File: src/rtl/core/assert_macros.svh
// assertion macros shared by wsmm_sdiv and the top level of the windowed statistics block
// depends on nothing; taken in by `include where a module asserts
`ifndef ASSERT_MACROS_SVH
`define ASSERT_MACROS_SVH

// concurrent assertion on an explicit clock and synchronous reset
`define ASSERT_ON_CLK(label, clk, rst, prop, msg) \
   label: assert property (@(posedge clk) disable iff (rst) (prop)) else $error(msg);

// same, on the house clock and reset names
`define ASSERT_ALWAYS(label, prop, msg) \
   `ASSERT_ON_CLK(label, clock, reset, prop, msg)

`endif

File: src/rtl/core/wsmm_pkg.sv
// shared types and constants of the windowed min / max / mean statistics block
// depends on nothing; used by wsmm_accum and the top level under rtl/core
package wsmm_pkg;

   localparam int TEMP_W      = 15;
   localparam int HUM_W       = 14;
   localparam int PRES_W      = 17;
   localparam int TS_W        = 32;
   localparam int CSR_W       = 32;
   localparam int CSR_IDX_W   = 2;
   localparam int SLOT_OUT_W  = 5;
   localparam int COUNT_OUT_W = 16;

   localparam int HISTORY_DEPTH_DEF = 24;
   localparam int COUNT_BITS_DEF    = 16;

   localparam logic [CSR_W-1:0] WINDOW_LENGTH_RST = 32'd3600000;
   localparam logic [CSR_W-1:0] FIRST_START_RST   = 32'd0;

   // per-window starting points of the running minima and maxima
   localparam logic signed [TEMP_W-1:0] TEMP_MIN_INIT = 15'h3FFF;
   localparam logic signed [TEMP_W-1:0] TEMP_MAX_INIT = 15'h4000;
   localparam logic [HUM_W-1:0]         HUM_MIN_INIT  = 14'h3FFF;
   localparam logic [HUM_W-1:0]         HUM_MAX_INIT  = 14'h0000;
   localparam logic [PRES_W-1:0]        PRES_MIN_INIT = 17'h1FFFF;
   localparam logic [PRES_W-1:0]        PRES_MAX_INIT = 17'h00000;

   typedef enum logic [CSR_IDX_W-1:0] {
      CSR_WINDOW_LENGTH = 2'd0,
      CSR_FIRST_START   = 2'd1
   } csr_idx_type;

   typedef enum logic [1:0] {
      ST_IDLE,
      ST_DIV,
      ST_LOAD
   } ctl_state_type;

   // accumulator control: add the sample, and restart the window before adding
   typedef struct packed {
      logic add;
      logic restart;
   } acc_ctrl_type;

endpackage

File: src/rtl/core/wsmm_sdiv.sv
// restoring bit-serial divider, one quotient bit per cycle
// depends on assert_macros.svh; uses nothing from wsmm_pkg
`include "assert_macros.svh"

module wsmm_sdiv #(
   parameter int NUM_W  = 31,
   parameter int QUOT_W = 15
) (
   input  logic                      clock,
   input  logic                      reset,
   input  logic                      start,
   input  logic [NUM_W-1:0]          num,
   input  logic [NUM_W-QUOT_W-1:0]   den,
   output logic                      busy,
   output logic [QUOT_W-1:0]         quot
);

   localparam int DEN_W  = NUM_W - QUOT_W;
   localparam int STEP_W = $clog2(QUOT_W + 1);
   localparam logic [STEP_W-1:0] STEP_LAST = STEP_W'(QUOT_W - 1);

   logic [DEN_W-1:0]  rem_ff, rem_in;
   logic [DEN_W-1:0]  den_ff, den_in;
   logic [QUOT_W-1:0] sh_ff, sh_in;
   logic [STEP_W-1:0] step_ff, step_in;
   logic              busy_ff, busy_in;
   logic [DEN_W:0]    shifted;
   logic [DEN_W+1:0]  diff;
   logic              fits;

   // partial remainder with the next numerator bit, minus the divisor
   always_comb begin
      shifted = {rem_ff, sh_ff[QUOT_W-1]};
      diff    = {1'b0, shifted} - {2'b00, den_ff};
      fits    = !diff[DEN_W+1];
   end

   always_comb begin
      rem_in  = rem_ff;
      den_in  = den_ff;
      sh_in   = sh_ff;
      step_in = step_ff;
      busy_in = busy_ff;
      if (start) begin
         rem_in  = num[NUM_W-1:QUOT_W];
         sh_in   = num[QUOT_W-1:0];
         den_in  = den;
         step_in = '0;
         busy_in = 1'b1;
      end else if (busy_ff) begin
         rem_in  = fits ? diff[DEN_W-1:0] : shifted[DEN_W-1:0];
         sh_in   = {sh_ff[QUOT_W-2:0], fits};
         step_in = step_ff + STEP_W'(1);
         if (step_ff == STEP_LAST) begin
            busy_in = 1'b0;
         end
      end
   end

   always_ff @(posedge clock) begin
      if (reset) begin
         busy_ff <= 1'b0;
         step_ff <= '0;
      end else begin
         busy_ff <= busy_in;
         step_ff <= step_in;
      end
      rem_ff <= rem_in;
      den_ff <= den_in;
      sh_ff  <= sh_in;
   end

   assign busy = busy_ff;
   assign quot = sh_ff;

   `ASSERT_ALWAYS(a_rem_below_den, busy_ff && den_ff != '0 |-> rem_ff < den_ff, "remainder reached divisor")
   `ASSERT_ALWAYS(a_step_bound, busy_ff |-> step_ff <= STEP_LAST, "divider ran past last step")

endmodule

File: src/rtl/core/wsmm_accum.sv
// per-window running minima, maxima, sums and saturating sample count
// depends on wsmm_pkg
module wsmm_accum #(
   parameter int COUNT_BITS = wsmm_pkg::COUNT_BITS_DEF
) (
   input  logic                                        clock,
   input  logic                                        reset,
   input  wsmm_pkg::acc_ctrl_type                      ctrl,
   input  logic signed [wsmm_pkg::TEMP_W-1:0]          temperature,
   input  logic [wsmm_pkg::HUM_W-1:0]                  humidity,
   input  logic [wsmm_pkg::PRES_W-1:0]                 pressure,
   output logic [COUNT_BITS-1:0]                       count,
   output logic signed [wsmm_pkg::TEMP_W+COUNT_BITS-1:0] temp_sum,
   output logic [wsmm_pkg::HUM_W+COUNT_BITS-1:0]       hum_sum,
   output logic [wsmm_pkg::PRES_W+COUNT_BITS-1:0]      pres_sum,
   output logic signed [wsmm_pkg::TEMP_W-1:0]          temp_min,
   output logic signed [wsmm_pkg::TEMP_W-1:0]          temp_max,
   output logic [wsmm_pkg::HUM_W-1:0]                  hum_min,
   output logic [wsmm_pkg::HUM_W-1:0]                  hum_max,
   output logic [wsmm_pkg::PRES_W-1:0]                 pres_min,
   output logic [wsmm_pkg::PRES_W-1:0]                 pres_max
);

   localparam int TSUM_W = wsmm_pkg::TEMP_W + COUNT_BITS;
   localparam int HSUM_W = wsmm_pkg::HUM_W + COUNT_BITS;
   localparam int PSUM_W = wsmm_pkg::PRES_W + COUNT_BITS;
   localparam logic [COUNT_BITS-1:0] CNT_LIMIT = {COUNT_BITS{1'b1}};

   logic [COUNT_BITS-1:0]                    cnt_ff, cnt_in, b_cnt;
   logic signed [TSUM_W-1:0]                 tsum_ff, tsum_in, b_tsum;
   logic [HSUM_W-1:0]                        hsum_ff, hsum_in, b_hsum;
   logic [PSUM_W-1:0]                        psum_ff, psum_in, b_psum;
   logic signed [wsmm_pkg::TEMP_W-1:0]       tmin_ff, tmin_in, b_tmin;
   logic signed [wsmm_pkg::TEMP_W-1:0]       tmax_ff, tmax_in, b_tmax;
   logic [wsmm_pkg::HUM_W-1:0]               hmin_ff, hmin_in, b_hmin;
   logic [wsmm_pkg::HUM_W-1:0]               hmax_ff, hmax_in, b_hmax;
   logic [wsmm_pkg::PRES_W-1:0]              pmin_ff, pmin_in, b_pmin;
   logic [wsmm_pkg::PRES_W-1:0]              pmax_ff, pmax_in, b_pmax;

   // starting point: a fresh window or the running one
   always_comb begin
      if (ctrl.restart) begin
         b_cnt  = '0;
         b_tsum = '0;
         b_hsum = '0;
         b_psum = '0;
         b_tmin = wsmm_pkg::TEMP_MIN_INIT;
         b_tmax = wsmm_pkg::TEMP_MAX_INIT;
         b_hmin = wsmm_pkg::HUM_MIN_INIT;
         b_hmax = wsmm_pkg::HUM_MAX_INIT;
         b_pmin = wsmm_pkg::PRES_MIN_INIT;
         b_pmax = wsmm_pkg::PRES_MAX_INIT;
      end else begin
         b_cnt  = cnt_ff;
         b_tsum = tsum_ff;
         b_hsum = hsum_ff;
         b_psum = psum_ff;
         b_tmin = tmin_ff;
         b_tmax = tmax_ff;
         b_hmin = hmin_ff;
         b_hmax = hmax_ff;
         b_pmin = pmin_ff;
         b_pmax = pmax_ff;
      end
   end

   always_comb begin
      cnt_in  = b_cnt;
      tsum_in = b_tsum;
      hsum_in = b_hsum;
      psum_in = b_psum;
      tmin_in = b_tmin;
      tmax_in = b_tmax;
      hmin_in = b_hmin;
      hmax_in = b_hmax;
      pmin_in = b_pmin;
      pmax_in = b_pmax;
      if (ctrl.add) begin
         if (temperature < b_tmin) tmin_in = temperature;
         if (temperature > b_tmax) tmax_in = temperature;
         if (humidity < b_hmin)    hmin_in = humidity;
         if (humidity > b_hmax)    hmax_in = humidity;
         if (pressure < b_pmin)    pmin_in = pressure;
         if (pressure > b_pmax)    pmax_in = pressure;
         // past saturation only the extremes move
         if (b_cnt != CNT_LIMIT) begin
            cnt_in  = b_cnt + COUNT_BITS'(1);
            tsum_in = b_tsum + TSUM_W'(temperature);
            hsum_in = b_hsum + HSUM_W'(humidity);
            psum_in = b_psum + PSUM_W'(pressure);
         end
      end
   end

   always_ff @(posedge clock) begin
      if (reset) begin
         cnt_ff  <= '0;
         tsum_ff <= '0;
         hsum_ff <= '0;
         psum_ff <= '0;
         tmin_ff <= wsmm_pkg::TEMP_MIN_INIT;
         tmax_ff <= wsmm_pkg::TEMP_MAX_INIT;
         hmin_ff <= wsmm_pkg::HUM_MIN_INIT;
         hmax_ff <= wsmm_pkg::HUM_MAX_INIT;
         pmin_ff <= wsmm_pkg::PRES_MIN_INIT;
         pmax_ff <= wsmm_pkg::PRES_MAX_INIT;
      end else begin
         cnt_ff  <= cnt_in;
         tsum_ff <= tsum_in;
         hsum_ff <= hsum_in;
         psum_ff <= psum_in;
         tmin_ff <= tmin_in;
         tmax_ff <= tmax_in;
         hmin_ff <= hmin_in;
         hmax_ff <= hmax_in;
         pmin_ff <= pmin_in;
         pmax_ff <= pmax_in;
      end
   end

   assign count    = cnt_ff;
   assign temp_sum = tsum_ff;
   assign hum_sum  = hsum_ff;
   assign pres_sum = psum_ff;
   assign temp_min = tmin_ff;
   assign temp_max = tmax_ff;
   assign hum_min  = hmin_ff;
   assign hum_max  = hmax_ff;
   assign pres_min = pmin_ff;
   assign pres_max = pmax_ff;

endmodule

File: src/rtl/core/windowed_sensor_min_max_mean.sv
// top level of the windowed min / max / mean statistics block
// depends on wsmm_pkg, wsmm_accum, wsmm_sdiv and assert_macros.svh
//
//   channel  direction  handshake                   carries
//   req_     in         req_valid / req_stall       one sample with timestamp
//   rsp_     out        rsp_valid / rsp_stall       statistics of a closed window
//   csr_     in         csr_write, csr_index        window_length, first_window_start
//
// a sample inside the current window is taken without a stall: req_stall stays low
// a sample that closes a window is taken, then req_stall stays high until the result loads: the three
//   serial dividers run in parallel, the widest quotient (pressure) sets the length of the stall,
//   ST_DIV sees them done and ST_LOAD loads the result, from which rsp_valid is registered
// rsp_stall only holds ST_LOAD while the output register is still full
// reset is synchronous and active high; no clearing pass is needed
`include "assert_macros.svh"

module windowed_sensor_min_max_mean #(
   parameter int HISTORY_DEPTH = wsmm_pkg::HISTORY_DEPTH_DEF,
   parameter int COUNT_BITS    = wsmm_pkg::COUNT_BITS_DEF
) (
   input  logic                                   clock,
   input  logic                                   reset,
   // sample input
   input  logic                                   req_valid,
   output logic                                   req_stall,
   input  logic signed [wsmm_pkg::TEMP_W-1:0]     req_temperature,
   input  logic [wsmm_pkg::HUM_W-1:0]             req_humidity,
   input  logic [wsmm_pkg::PRES_W-1:0]            req_pressure,
   input  logic [wsmm_pkg::TS_W-1:0]              req_timestamp,
   // window results
   output logic                                   rsp_valid,
   input  logic                                   rsp_stall,
   output logic [wsmm_pkg::SLOT_OUT_W-1:0]        rsp_slot,
   output logic signed [wsmm_pkg::TEMP_W-1:0]     rsp_temp_min,
   output logic signed [wsmm_pkg::TEMP_W-1:0]     rsp_temp_max,
   output logic signed [wsmm_pkg::TEMP_W-1:0]     rsp_temp_mean,
   output logic [wsmm_pkg::HUM_W-1:0]             rsp_hum_min,
   output logic [wsmm_pkg::HUM_W-1:0]             rsp_hum_max,
   output logic [wsmm_pkg::HUM_W-1:0]             rsp_hum_mean,
   output logic [wsmm_pkg::PRES_W-1:0]            rsp_pres_min,
   output logic [wsmm_pkg::PRES_W-1:0]            rsp_pres_max,
   output logic [wsmm_pkg::PRES_W-1:0]            rsp_pres_mean,
   output logic [wsmm_pkg::COUNT_OUT_W-1:0]       rsp_sample_count,
   // configuration writes
   input  logic                                   csr_write,
   input  logic [wsmm_pkg::CSR_IDX_W-1:0]         csr_index,
   input  logic [wsmm_pkg::CSR_W-1:0]             csr_wdata
);

   localparam int TEMP_W  = wsmm_pkg::TEMP_W;
   localparam int HUM_W   = wsmm_pkg::HUM_W;
   localparam int PRES_W  = wsmm_pkg::PRES_W;
   localparam int TS_W    = wsmm_pkg::TS_W;
   localparam int SOUT_W  = wsmm_pkg::SLOT_OUT_W;
   localparam int COUT_W  = wsmm_pkg::COUNT_OUT_W;
   localparam int TSUM_W  = TEMP_W + COUNT_BITS;
   localparam int HSUM_W  = HUM_W + COUNT_BITS;
   localparam int PSUM_W  = PRES_W + COUNT_BITS;
   localparam int SLOT_W  = (HISTORY_DEPTH > 1) ? $clog2(HISTORY_DEPTH) : 1;
   localparam logic [SLOT_W-1:0] SLOT_LAST = SLOT_W'(HISTORY_DEPTH - 1);

   // ---------------------------------------------------------------
   // configuration and window bookkeeping
   // ---------------------------------------------------------------
   logic [TS_W-1:0]   wlen_ff, wlen_in;
   logic [TS_W-1:0]   fstart_ff, fstart_in;
   logic [TS_W-1:0]   wend_ff, wend_in;
   logic              started_ff, started_in;
   logic [SLOT_W-1:0] slot_ff, slot_in;
   logic              csr_hit;

   wsmm_pkg::ctl_state_type state_ff, state_in;

   logic accept;
   logic close;
   logic out_free;
   logic load;

   // a transfer on the input side only while no window is being closed
   assign req_stall = (state_ff != wsmm_pkg::ST_IDLE);
   assign accept    = req_valid && !req_stall;
   // timestamps compare unsigned, window ends wrap modulo 2^32
   assign close     = accept && (req_timestamp > wend_ff);

   always_comb begin
      wlen_in   = wlen_ff;
      fstart_in = fstart_ff;
      csr_hit   = 1'b0;
      if (csr_write) begin
         if (csr_index == wsmm_pkg::CSR_WINDOW_LENGTH) begin
            wlen_in = csr_wdata;
            csr_hit = 1'b1;
         end else if (csr_index == wsmm_pkg::CSR_FIRST_START) begin
            fstart_in = csr_wdata;
            csr_hit   = 1'b1;
         end
      end
   end

   always_comb begin
      wend_in    = wend_ff;
      slot_in    = slot_ff;
      started_in = started_ff | accept;
      priority if (close) begin
         wend_in = req_timestamp + wlen_ff;
         slot_in = (slot_ff == SLOT_LAST) ? '0 : slot_ff + SLOT_W'(1);
      end else if (csr_hit && !started_ff) begin
         // before the first sample the first window follows the registers
         wend_in = fstart_in + wlen_in;
      end
   end

   always_ff @(posedge clock) begin
      if (reset) begin
         wlen_ff    <= wsmm_pkg::WINDOW_LENGTH_RST;
         fstart_ff  <= wsmm_pkg::FIRST_START_RST;
         wend_ff    <= wsmm_pkg::FIRST_START_RST + wsmm_pkg::WINDOW_LENGTH_RST;
         started_ff <= 1'b0;
         slot_ff    <= '0;
      end else begin
         wlen_ff    <= wlen_in;
         fstart_ff  <= fstart_in;
         wend_ff    <= wend_in;
         started_ff <= started_in;
         slot_ff    <= slot_in;
      end
   end

   // ---------------------------------------------------------------
   // running window statistics
   // ---------------------------------------------------------------
   wsmm_pkg::acc_ctrl_type acc_ctrl;

   logic [COUNT_BITS-1:0]        acc_count;
   logic signed [TSUM_W-1:0]     acc_tsum;
   logic [HSUM_W-1:0]            acc_hsum;
   logic [PSUM_W-1:0]            acc_psum;
   logic signed [TEMP_W-1:0]     acc_tmin, acc_tmax;
   logic [HUM_W-1:0]             acc_hmin, acc_hmax;
   logic [PRES_W-1:0]            acc_pmin, acc_pmax;

   // the closing sample opens the next window as its first member
   assign acc_ctrl.add     = accept;
   assign acc_ctrl.restart = close;

   wsmm_accum #(
      .COUNT_BITS (COUNT_BITS)
   ) u_accum (
      .clock       (clock),
      .reset       (reset),
      .ctrl        (acc_ctrl),
      .temperature (req_temperature),
      .humidity    (req_humidity),
      .pressure    (req_pressure),
      .count       (acc_count),
      .temp_sum    (acc_tsum),
      .hum_sum     (acc_hsum),
      .pres_sum    (acc_psum),
      .temp_min    (acc_tmin),
      .temp_max    (acc_tmax),
      .hum_min     (acc_hmin),
      .hum_max     (acc_hmax),
      .pres_min    (acc_pmin),
      .pres_max    (acc_pmax)
   );

   // ---------------------------------------------------------------
   // serial division of the closed window's sums by its count
   // ---------------------------------------------------------------
   logic              tsum_neg;
   logic [TSUM_W-1:0] tsum_mag;
   logic              tdiv_busy, hdiv_busy, pdiv_busy;
   logic [TEMP_W-1:0] tdiv_quot;
   logic [HUM_W-1:0]  hdiv_quot;
   logic [PRES_W-1:0] pdiv_quot;
   logic              divs_busy;

   // temperature divides by magnitude, the sign goes back on afterwards
   assign tsum_neg = acc_tsum[TSUM_W-1];
   assign tsum_mag = tsum_neg ? TSUM_W'(-acc_tsum) : TSUM_W'(acc_tsum);

   wsmm_sdiv #(
      .NUM_W  (TSUM_W),
      .QUOT_W (TEMP_W)
   ) u_tdiv (
      .clock (clock),
      .reset (reset),
      .start (close),
      .num   (tsum_mag),
      .den   (acc_count),
      .busy  (tdiv_busy),
      .quot  (tdiv_quot)
   );

   wsmm_sdiv #(
      .NUM_W  (HSUM_W),
      .QUOT_W (HUM_W)
   ) u_hdiv (
      .clock (clock),
      .reset (reset),
      .start (close),
      .num   (acc_hsum),
      .den   (acc_count),
      .busy  (hdiv_busy),
      .quot  (hdiv_quot)
   );

   wsmm_sdiv #(
      .NUM_W  (PSUM_W),
      .QUOT_W (PRES_W)
   ) u_pdiv (
      .clock (clock),
      .reset (reset),
      .start (close),
      .num   (acc_psum),
      .den   (acc_count),
      .busy  (pdiv_busy),
      .quot  (pdiv_quot)
   );

   assign divs_busy = tdiv_busy || hdiv_busy || pdiv_busy;

   // snapshot of the closed window while the dividers run
   logic [SLOT_W-1:0]        h_slot_ff;
   logic [COUNT_BITS-1:0]    h_cnt_ff;
   logic                     h_neg_ff;
   logic signed [TEMP_W-1:0] h_tmin_ff, h_tmax_ff;
   logic [HUM_W-1:0]         h_hmin_ff, h_hmax_ff;
   logic [PRES_W-1:0]        h_pmin_ff, h_pmax_ff;

   always_ff @(posedge clock) begin
      if (close) begin
         h_slot_ff <= slot_ff;
         h_cnt_ff  <= acc_count;
         h_neg_ff  <= tsum_neg;
         h_tmin_ff <= acc_tmin;
         h_tmax_ff <= acc_tmax;
         h_hmin_ff <= acc_hmin;
         h_hmax_ff <= acc_hmax;
         h_pmin_ff <= acc_pmin;
         h_pmax_ff <= acc_pmax;
      end
   end

   // ---------------------------------------------------------------
   // sequencer
   // ---------------------------------------------------------------
   always_comb begin
      state_in = state_ff;
      unique case (state_ff)
         wsmm_pkg::ST_IDLE: begin
            if (close) state_in = wsmm_pkg::ST_DIV;
         end
         wsmm_pkg::ST_DIV: begin
            if (!divs_busy) state_in = wsmm_pkg::ST_LOAD;
         end
         wsmm_pkg::ST_LOAD: begin
            if (out_free) state_in = wsmm_pkg::ST_IDLE;
         end
         default: state_in = wsmm_pkg::ST_IDLE;
      endcase
   end

   always_comb begin
      load = 1'b0;
      unique case (state_ff)
         wsmm_pkg::ST_LOAD: load = out_free;
         default:           load = 1'b0;
      endcase
   end

   always_ff @(posedge clock) begin
      if (reset) begin
         state_ff <= wsmm_pkg::ST_IDLE;
      end else begin
         state_ff <= state_in;
      end
   end

   // ---------------------------------------------------------------
   // output register
   // ---------------------------------------------------------------
   logic                     rsp_valid_ff, rsp_valid_in;
   logic [SOUT_W-1:0]        o_slot_ff;
   logic [COUT_W-1:0]        o_cnt_ff;
   logic signed [TEMP_W-1:0] o_tmin_ff, o_tmax_ff, o_tmean_ff;
   logic [HUM_W-1:0]         o_hmin_ff, o_hmax_ff, o_hmean_ff;
   logic [PRES_W-1:0]        o_pmin_ff, o_pmax_ff, o_pmean_ff;

   logic [SLOT_W+SOUT_W-1:0]     slot_ext;
   logic [COUNT_BITS+COUT_W-1:0] cnt_ext;
   logic [COUT_W-1:0]            cnt_sat;
   logic                         empty;
   logic [TEMP_W-1:0]            tmean;

   assign out_free = !rsp_valid_ff || !rsp_stall;

   always_comb begin
      slot_ext = {{SOUT_W{1'b0}}, h_slot_ff};
      cnt_ext  = {{COUT_W{1'b0}}, h_cnt_ff};
      // reported count saturates at the field's top value
      cnt_sat  = (|cnt_ext[COUNT_BITS+COUT_W-1:COUT_W]) ? {COUT_W{1'b1}}
                                                         : cnt_ext[COUT_W-1:0];
      empty    = (h_cnt_ff == '0);
      tmean    = h_neg_ff ? TEMP_W'(-tdiv_quot) : tdiv_quot;
      rsp_valid_in = load | (rsp_valid_ff & rsp_stall);
   end

   always_ff @(posedge clock) begin
      if (reset) begin
         rsp_valid_ff <= 1'b0;
      end else begin
         rsp_valid_ff <= rsp_valid_in;
      end
   end

   // an empty window reports zero extremes and zero means
   always_ff @(posedge clock) begin
      if (load) begin
         o_slot_ff  <= slot_ext[SOUT_W-1:0];
         o_cnt_ff   <= cnt_sat;
         o_tmin_ff  <= empty ? '0 : h_tmin_ff;
         o_tmax_ff  <= empty ? '0 : h_tmax_ff;
         o_tmean_ff <= empty ? '0 : tmean;
         o_hmin_ff  <= empty ? '0 : h_hmin_ff;
         o_hmax_ff  <= empty ? '0 : h_hmax_ff;
         o_hmean_ff <= empty ? '0 : hdiv_quot;
         o_pmin_ff  <= empty ? '0 : h_pmin_ff;
         o_pmax_ff  <= empty ? '0 : h_pmax_ff;
         o_pmean_ff <= empty ? '0 : pdiv_quot;
      end
   end

   assign rsp_valid        = rsp_valid_ff;
   assign rsp_slot         = o_slot_ff;
   assign rsp_temp_min     = o_tmin_ff;
   assign rsp_temp_max     = o_tmax_ff;
   assign rsp_temp_mean    = o_tmean_ff;
   assign rsp_hum_min      = o_hmin_ff;
   assign rsp_hum_max      = o_hmax_ff;
   assign rsp_hum_mean     = o_hmean_ff;
   assign rsp_pres_min     = o_pmin_ff;
   assign rsp_pres_max     = o_pmax_ff;
   assign rsp_pres_mean    = o_pmean_ff;
   assign rsp_sample_count = o_cnt_ff;

   // ---------------------------------------------------------------
   // checks
   // ---------------------------------------------------------------
   `ASSERT_ALWAYS(a_load_after_divide, state_ff == wsmm_pkg::ST_LOAD |-> !divs_busy, "load while dividing")
   `ASSERT_ALWAYS(a_rsp_from_load, $rose(rsp_valid_ff) |-> $past(state_ff == wsmm_pkg::ST_LOAD), "result without load")
   `ASSERT_ALWAYS(a_close_reopens, close |=> acc_count == COUNT_BITS'(1), "new window not seeded by closing sample")

endmodule
File: config.mk
export PLATFORM = sky130hd
export DESIGN_NAME = windowed_sensor_min_max_mean
export DESIGN_NICKNAME = d
export VERILOG_FILES = /design/src/rtl/core/wsmm_pkg.sv /design/src/rtl/core/wsmm_sdiv.sv /design/src/rtl/core/wsmm_accum.sv /design/src/rtl/core/windowed_sensor_min_max_mean.sv
export VERILOG_INCLUDE_DIRS = /design/src /design/src/rtl/core
export SDC_FILE = /design/constraint.sdc
export NUM_CORES = 2
export LEC_CHECK = 0
export BUFFER_PORTS_ARGS = -buffer_cell sky130_fd_sc_hd__buf_2
export CAP_MARGIN = 30
export CORE_UTILIZATION = 66
export CTS_CLUSTER_SIZE = 24
export DETAILED_ROUTE_END_ITERATION = 8
export GPL_ROUTABILITY_DRIVEN = 1
export HOLD_SLACK_MARGIN = 0.1
export PLACE_DENSITY = 0.89
export SLEW_MARGIN = 20
export SYNTH_ARGS = -nofsm -noshare
export SYNTH_HDL_FRONTEND = slang
export SYNTH_SLANG_ARGS = --single-unit
File: constraint.sdc
create_clock -name clock -period 18.8 [get_ports clock]
set_input_delay 0.94 -clock clock [delete_from_list [all_inputs] [get_ports clock]]
set_output_delay 0.94 -clock clock [all_outputs]
set_load 0.02 [all_outputs]
==> results.yml <==
setup_path:
  cp-start-kind: "input port"
  ff2ff_setup_slack_ns: 11.62
  end_kind: "register"
  cp_max_fo: 81
  worstPathArrival_ns: 7.77
  worstPathRequired_ns: 19.34
  path_class: "input port to register"
layout:
  final_area_sq_mm: 0.0426
  num-fill-cells: 3731
  drive_gt1_share_pct: 13.3
  nets: 4585
  fin_cells: 4980
  area_growth_pct: 11.7
placed_design:
  dpl_worst_slack_ns: 11.18
  dpl.hpwl_um: 68000
  dpl_cell_area_sq_mm: 0.0401
  io_buffers: 277
  place_congestion: 0.960
  dp.cells: 4833
timing:
  setup_violations: 0
  fmax_ghz: 0.138
  period_share_pct: 38.5
  slew_violations: 0
  final-hold-violation-count: 0
  setup_slack_ns: 11.56
  tightest_slew_ns: 0.977
  fin_skew_ns: 0.0324
  period_needed_ns: 7.24
  finalSetupTns_ns: 0
  max-slew-margin-rel_pct: 34.8
  rsz0062_at_grt: "false"
clocking:
  postCtsSetupBuffers: 0
  cts.sinks: 690
  cts_tree: "done"
  clkLatencyLatePin_ns: 0.63
  cts_inserted_buffers: 72
  clock-root-buffer: "clkbuf_16"
  cts_hold_buf: 0
  clk_pin_slew_worst_paths_ns: 0.06
  ctsResizeCount: 0
  cts_buffer_depth: 3
  htree_num_levels: 3
logic_synthesis:
  synth.net_count: 4367
  synth.avg_cell_area_sq_um: 9.68
  syn_area_sq_mm: 0.0382
  synth.area.top_cells: "edfxtp_1 29%, dfxtp_1 17%, ha_1 9.9%, a21oi_1 4.0%, and2_1 4.0%"
  yosys_warnings: 0
  ys.flop_type: "edfxtp_1"
  async_flop_share_pct: 0
  yosys.area_share.simple_pct: 17.6
  ys_ff_latch: 690
  synth_top_family_by_area: "simple AND/OR/NAND/NOR gates"
  yosys.area_share.adder_pct: 10.3
  synth-seq-area-share_pct: 45.8
  yosys.area.top_type: "edfxtp_1"
  synth_edf_count: 367
  synthCells: 3940
  synth_compound_area_share_pct: 14.7
  synth_top_cell_area_share_pct: 28.9
  synth_commonest_cells: "403 x nor2_1, 376 x nand2_1, 367 x edfxtp_1, 323 x dfxtp_1, 308 x a21oi_1"
  synthMuxAreaShare_pct: 3.57
  yosysMostFrequentCell: "nor2_1"
  synth_cell_types: 84
  synth_xor_area_share_pct: 4.66
grt:
  grt_antenna_before_repair: 4
  grt_pass1_wl_um: 155000
  grt_usage_pct: 33.0
  grt_max_degree: 160
  grt_pass1_vias: 29600
  grt-ovfl-total: 0
floorplanning:
  fp.coreArea_sq_mm: 0.0567
  pin_count: 278
  dieWidth_um: 242
  die_h_um: 242
  start_util_pct: 67.3
  rows: 87
  die_area_sq_mm: 0.0588
job:
  cap_violations: 0
route:
  drc: 0
  postRouteAntennaNets: 0
  routed_wl_um: 98800
  drt_first_pass_iters: 6
  first_iter_violations: 2695
  avgRoutedWirePerCell_um: 19.8
  route.vias.total: 30800
  via_per_inst: 6.19
pwr:
  pwr-share-clk_pct: 27.7
  p_per_area_mw_per_mm2: 124
  cellLeakagePower_uw: 0.0178
  internal-power_uw: 3440
  ir_drop_uv: 75.9
  p_switching_uw: 1820
  power_uw: 5270
  combPwrFrac_pct: 33.0
  switching_share_pct: 34.6
  p_seq_share_pct: 39.2
outcome:
  outcome: "completed"
worst_hold_path:
  hold_class: "register to register"
## routing by layer
metal  track usage, %  share of wire (%)  up-vias
met5                0              0.015        -
met4             17.9                5.4        2
met3             5.45                8.0      314
met2             54.9                 47     1425
met1             41.0                 39    14600
li1                 -                  -    14500
## metrics by stage
stage	util, %	hold slack [ns]
after detailed placement	70.7	0.405
after global placement	70.6	0.404
after global routing	75.1	0.437
final	75.2	0.419
after floorplan	-	0.400
after CTS	75.0	0.419
## kinds of logic after synthesis
group                      Yosys count
AOI/OAI and AO/OA                  895
xor gates and xnor gates           203
adders and majority gates          310
buffers and inverters              322
DFF                                690
muxes                              126
and+or+nand+nor                   1394
## worst max-delay path: stages
cell and delay, ns:
buf_2 0.12, ha_1 0.30, nand4_1 0.15, nor4_1 0.59, nand4_1 0.24, o31a_1 0.39, a21bo_4 0.70, buf_4 0.73
buf_4 0.72, and2_1 0.25, ha_1 0.20, a21o_1 0.13, a21o_1 0.16, a2111oi_0 0.14, o21ai_1 0.23, nand3_1 0.16
a21oi_1 0.26, o22ai_1 0.22, or3_1 0.55, or3_1 0.40, a21oi_1 0.15
## path summary, 6_finish.rpt
path,cells past startpoint,to,from
setup / recovery,21,u_accum.pres_sum[27]$_SDFF_PP0_,req_timestamp[20]
hold reg to reg,0,rsp_slot[4]$_DFFE_PP_,h_slot_ff[4]$_DFFE_PP_
hold / removal,0,rsp_slot[4]$_DFFE_PP_,h_slot_ff[4]$_DFFE_PP_
setup reg to reg,21,u_accum.pres_sum[27]$_SDFF_PP0_,wend_ff[20]$_SDFFE_PP1P_
## cell usage in the layout (no fill, tap or decap), types with 9 or more instances in the layout
cell / Yosys / final
a31oi_1: 39 / 39
o31ai_1: 19 / 19
a211o_1: 12 / 12
nor2_1: 403 / 401
ha_1: 302 / 302
nand2_1: 376 / 375
buf_4: 0 / 24
dfxtp_1: 323 / 323
xor2_1: 94 / 94
nand4_1: 39 / 39
and2_1: 244 / 244
buf_2: 9 / 276
and3_1: 20 / 20
o41ai_1: 9 / 9
nor2b_1: 32 / 32
o211ai_1: 27 / 27
or3_1: 29 / 29
xnor2_1: 109 / 109
nor4_1: 16 / 16
nor3_1: 76 / 76
nand3_1: 56 / 56
inv_1: 154 / 153
nand2b_1: 46 / 46
o21bai_1: 15 / 15
clkbuf_1: 129 / 11
a21o_1: 95 / 95
a211oi_1: 55 / 55
a21oi_1: 308 / 306
or2_2: 21 / 21
mux2i_1: 45 / 45
o21ai_0: 164 / 164
edfxtp_1: 367 / 367
clkinv_2: 0 / 17
clkbuf_16: 0 / 77
o21ai_1: 20 / 20
mux2_2: 81 / 81
o21a_1: 36 / 36
a221oi_1: 10 / 10
## power groups by stage
stage,registers (uW),clock network (uW),logic (uW)
2_1_floorplan,2050,0,1300
3_5_place_dp,2090,0,1670
6_report,2070,1460,1740
5_1_grt,2090,1530,1920
3_3_place_gp,2080,0,1610
4_1_cts,2060,1470,1710
## sequential cells by signal, summed over array words and instances, names as in the netlist, 17 cells and up
register,count
fstart_ff,32
h_pmax_ff,17
h_pmin_ff,17
rsp_pres_max,17
rsp_pres_mean,17
rsp_pres_min,17
u_accum.hum_sum,30
u_accum.pres_max,17
u_accum.pres_min,17
u_accum.pres_sum,33
u_accum.temp_sum,31
u_pdiv.quot,17
wend_ff,32
wlen_ff,32
## final cells by class
class                           count  area (sq um)  area share, %
Sequential cell                   690         17500           41.0
Timing Repair Buffer              311          1720           4.04
Inverter                          155           589           1.38
Clock inverter                     38           360          0.845
Antenna cell                        6          15.0         0.0352
Clock buffer                       96          2080           4.87
Tap cell                          756           946           2.22
Multi-Input combinational cell   2928         19400           45.6
(Power assumes the default switching activity.)
